`config.mk`:
```
export PLATFORM = sky130hd
export DESIGN_NAME = rsd_cell
export DESIGN_NICKNAME = d
export VERILOG_FILES = /design/src/hw/rtl/rsd_pkg.sv /design/src/hw/rtl/rsd_cell.sv
export SDC_FILE = /design/constraint.sdc
export NUM_CORES = 1
export LEC_CHECK = 0
export ABC_AREA = 0
export BUFFER_PORTS_ARGS = -buffer_cell sky130_fd_sc_hd__buf_2
export CAP_MARGIN = 20
export CORE_MARGIN = 5
export CORE_UTILIZATION = 49
export DETAILED_ROUTE_END_ITERATION = 12
export PLACE_DENSITY = 0.89
export SKIP_LAST_GASP = 1
export SYNTH_ARGS = -nofsm -noshare
export SYNTH_HDL_FRONTEND = slang
export SYNTH_SLANG_ARGS = --single-unit
```
`constraint.sdc`:
```
create_clock -name clk -period 4.1 [get_ports clk]
set_input_delay 0.82 -clock clk [delete_from_list [all_inputs] [get_ports clk]]
set_output_delay 0.82 -clock clk [all_outputs]
set_load 0.02 [all_outputs]
```
`src/hw/rtl/rsd_pkg.sv`:
```
// Shared types and constants for the descending record sorter.
// No dependencies; used by the sort cell, the core and its checker.
`timescale 1ns / 1ps
`default_nettype none

package rsd_pkg;

  // default chain length, one record per cell
  localparam int MAX_RECORDS_DEF = 64;

  localparam int KEY_W = 24;
  localparam int TAG_W = 16;
  // load position within a set; the user must keep the chain within the default length (not enforced)
  localparam int SEQ_W = $clog2(MAX_RECORDS_DEF);

  // one record as it is loaded
  typedef struct packed {
    logic [KEY_W-1:0] key;
    logic [TAG_W-1:0] tag;
  } rec_t;

  // one record as it moves along the chain, tagged with its load position
  typedef struct packed {
    logic [KEY_W-1:0] key;
    logic [TAG_W-1:0] tag;
    logic [SEQ_W-1:0] seq;
  } cell_rec_t;

  // control that the core broadcasts to every cell
  typedef struct packed {
    logic drain;  // shift held records toward cell 0
  } cell_ctl_t;

endpackage

`default_nettype wire

```
`src/hw/rtl/rsd_cell.sv`:
```
// One cell of the insertion chain: holds one record, passes the loser on.
// Depends on rsd_pkg.
`timescale 1ns / 1ps
`default_nettype none

module rsd_cell
  import rsd_pkg::*;
(
  input  wire logic      clk,
  input  wire logic      rst,
  input  wire cell_ctl_t ctl,
  // record arriving from the upstream neighbor
  input  wire logic      arr_valid,
  input  wire cell_rec_t arr_rec,
  // held record of the downstream neighbor, taken while draining
  input  wire logic      nbr_valid,
  input  wire cell_rec_t nbr_rec,
  output logic           held_valid,
  output cell_rec_t      held_rec,
  output logic           pass_valid,
  output cell_rec_t      pass_rec
);

  // larger key wins; on equal keys the earlier loaded record wins, so a
  // displaced record still lands ahead of later ones with the same key
  logic wins;
  assign wins = !held_valid || (arr_rec.key > held_rec.key) ||
                ((arr_rec.key == held_rec.key) && (arr_rec.seq < held_rec.seq));

  // valid bits
  always_ff @(posedge clk) begin
    if (rst) begin
      held_valid <= 1'b0;
      pass_valid <= 1'b0;
    end else if (ctl.drain) begin
      held_valid <= nbr_valid;
      pass_valid <= 1'b0;
    end else if (arr_valid) begin
      held_valid <= 1'b1;
      pass_valid <= held_valid;
    end else begin
      pass_valid <= 1'b0;
    end
  end

  // payload
  always_ff @(posedge clk) begin
    if (ctl.drain) begin
      held_rec <= nbr_rec;
    end else if (arr_valid) begin
      if (wins) begin
        held_rec <= arr_rec;
        pass_rec <= held_rec;
      end else begin
        pass_rec <= arr_rec;
      end
    end
  end

endmodule

`default_nettype wire

```
==> impl_metrics.py <==
metrics = {
    "status": {
        "outcome": "finished, final reports clean",
    },
    "cells_and_area": {
        "syn_to_final_growth_pct": 27.9,
        "num_antenna_cells": 0,
        "final_cell_mix": "buf_2, edfxtp_1, mux2_1",
        "final_common_cell": "buf_2",
        "nets": 631,
        "final_layout_size_suffix_gt1_frac": 0.512,
    },
    "clock_network": {
        "numCtsBuffers": 9,
        "ctsHoldBuffers": 0,
        "cts_buffer_depth": 2,
        "cts.sinks": 94,
        "worstSkewPairLatency_ns": 0.35,
        "cts_setup_buffers": 0,
        "ctsResizeCount": 0,
        "clk_pin_slew_worst_paths_ns": 0.10,
        "cts_tree": "built",
        "h-tree-depth": 3,
        "cts_root_buf": "clkbuf_8",
    },
    "worst_setup_path": {
        "ff2ff_setup_slack_ns": 1.17,
        "end_kind": "flop",
        "crit_type": "primary input to flop",
        "required_ns": 4.20,
        "critPathMaxFanout": 26,
        "crit_path_start_kind": "primary input",
        "arrival_ns": 3.19,
    },
    "detailed_routing": {
        "vias": 3314,
        "detail-route-antenna-nets": 0,
        "via_per_inst": 5.19,
        "drt_iter0_markers": 107,
        "wl_mm": 11.5,
        "drt_first_pass_iters": 4,
        "routedWlPerCell_um": 18.0,
        "drcViolationCount": 0,
    },
    "global_routing": {
        "track_usage": 0.196,
        "grt_start_max_net_pins": 51,
        "grt_overflow": 0,
        "grt_pass1_wl_mm": 17.6,
        "antenna_found_initial": 0,
        "grt_pass1_vias": 3508,
    },
    "run": {
        "drv_cap": 0,
    },
    "logic_synthesis": {
        "synth_warnings": 0,
        "async_flop_share": 0,
        "netlist-cell-type-count": 32,
        "syn_inst": 309,
        "avgSynthCellArea_um2": 15.2,
        "ys_seq_area_frac": 0.595,
        "yosys_register_bits": 94,
        "syn-cell-area_um2": 4710,
        "ys.flop_type": "edfxtp_1",
        "syn_nets": 435,
        "synth-edff-count": 92,
    },
    "placed_design": {
        "place.gp.congestion": 0.740,
        "numPortBuffers": 190,
        "place_ws_ns": 0.627,
        "dp_hpwl_mm": 8.84,
    },
    "floorplanning": {
        "rows": 35,
        "initial_core_util": 0.507,
        "die_area_um2": 11700,
        "ios": 191,
        "fp.coreArea_um2": 9280,
        "die_h_um": 108,
        "die_width_um": 108,
    },
    "timing": {
        "hold_viol_final": 0,
        "max-slew-margin-rel": 0.388,
        "fmax_mhz": 323,
        "fin_setup_tns_ns": 0,
        "layout_min_cycle_time_ns": 3.09,
        "tightest_slew_ns": 0.895,
        "rsz0062_at_grt": "no",
        "fin_ws_ns": 1.01,
        "fin_crit_sh": 0.755,
        "fin_skew_ns": 0.0125,
        "finalMaxSlewViolations": 0,
        "setup_viol": 0,
    },
    "power_and_ir_drop": {
        "power_density_nw_per_um2": 377,
        "leakage_uw": 0.00265,
        "peakVddDrop_mv": 0.239,
    },
    "worst_hold_path": {
        "hold_path.class": "flop to flop",
    },
}
-- kinds of logic (layout without fill, tap and decap cells) --
family	count (synthesis)	after routing	synth area share
AOI/OAI and AO/OA	25	25	0.0367
adders and majority gates	29	29	0.0771
buffers and inverters	41	242	0.0393
DFF	94	94	0.595
muxes	91	91	0.218
and+or+nand+nor	29	29	0.0338
-- path summary, 6_finish.rpt --
path,from,endpoint,cells after the start
max,arr_rec[31],pass_rec[14],9
min reg2reg,held_rec[20],pass_rec[20],1
min,held_rec[20],pass_rec[20],1
max reg2reg,held_rec[31],pass_rec[14],9
-- synthesized netlist by cell type, types with 2 or more instances --
cell type,number,share of area
nand4_1,7,0.0093
a21o_1,2,0.0032
a21oi_1,9,0.0096
a2111oi_0,2,0.0037
edfxtp_1,92,0.59
mux2_2,45,0.11
nor2b_1,4,0.0053
inv_1,30,0.024
buf_1,4,0.0032
ha_1,29,0.077
nor2_1,4,0.0032
o211ai_1,2,0.0032
buf_6,4,0.0096
nand2_1,6,0.0048
clkbuf_1,2,0.0016
nand3_1,5,0.0053
dfxtp_1,2,0.0085
mux2_1,46,0.11
-- flip-flops by register name (all words and copies together), names as in the netlist --
register / count
pass_rec: 46
pass_valid: 1
held_valid: 1
held_rec: 46
-- worst max-delay path: stages --
cell and delay [ns]:
buf_2 0.11, ha_1 0.32, a21o_1 0.19, nand3_1 0.08, a2111oi_0 0.09, a2111oi_0 0.72, a31oi_4 0.18, buf_4 0.30
mux2_1 0.36
-- per-stage QoR --
step	utilization	std cells	power, uW	hold slack [ns]	instance area (um2)
floorplan	-	309	1490	0.629	4710
global placement	0.627	623	1660	0.538	5820
detailed placement	0.627	623	1680	0.547	5820
CTS	0.648	639	2290	0.571	6020
global route	0.648	639	2380	0.594	6020
finish	0.648	639	2270	0.565	6020
-- routing by layer --
metal | up-vias | GRT usage | part of all wire
li1 | 1568 | - | -
met1 | 1593 | 0.242 | 0.40
met2 | 136 | 0.345 | 0.51
met3 | 17 | 0.0430 | 0.077
met4 | 0 | 0.0568 | 0.018
met5 | - | 0 | 0
-- power by group --
part / internal [uW] / switching [uW]
Combinational: 196 / 267
Clock: 285 / 335
Sequential: 1150 / 35.5
-- area by class of cell --
type	count	area [um2]
Clock buffer	9	124
Timing Repair Buffer	196	1010
Multi-Input combinational cell	174	1740
Tap cell	129	161
Clock inverter	7	72.6
Inverter	30	113
Sequential cell	94	2800
Fill cell	722	3270
Note: power is estimated with default switching activity, not from simulation.
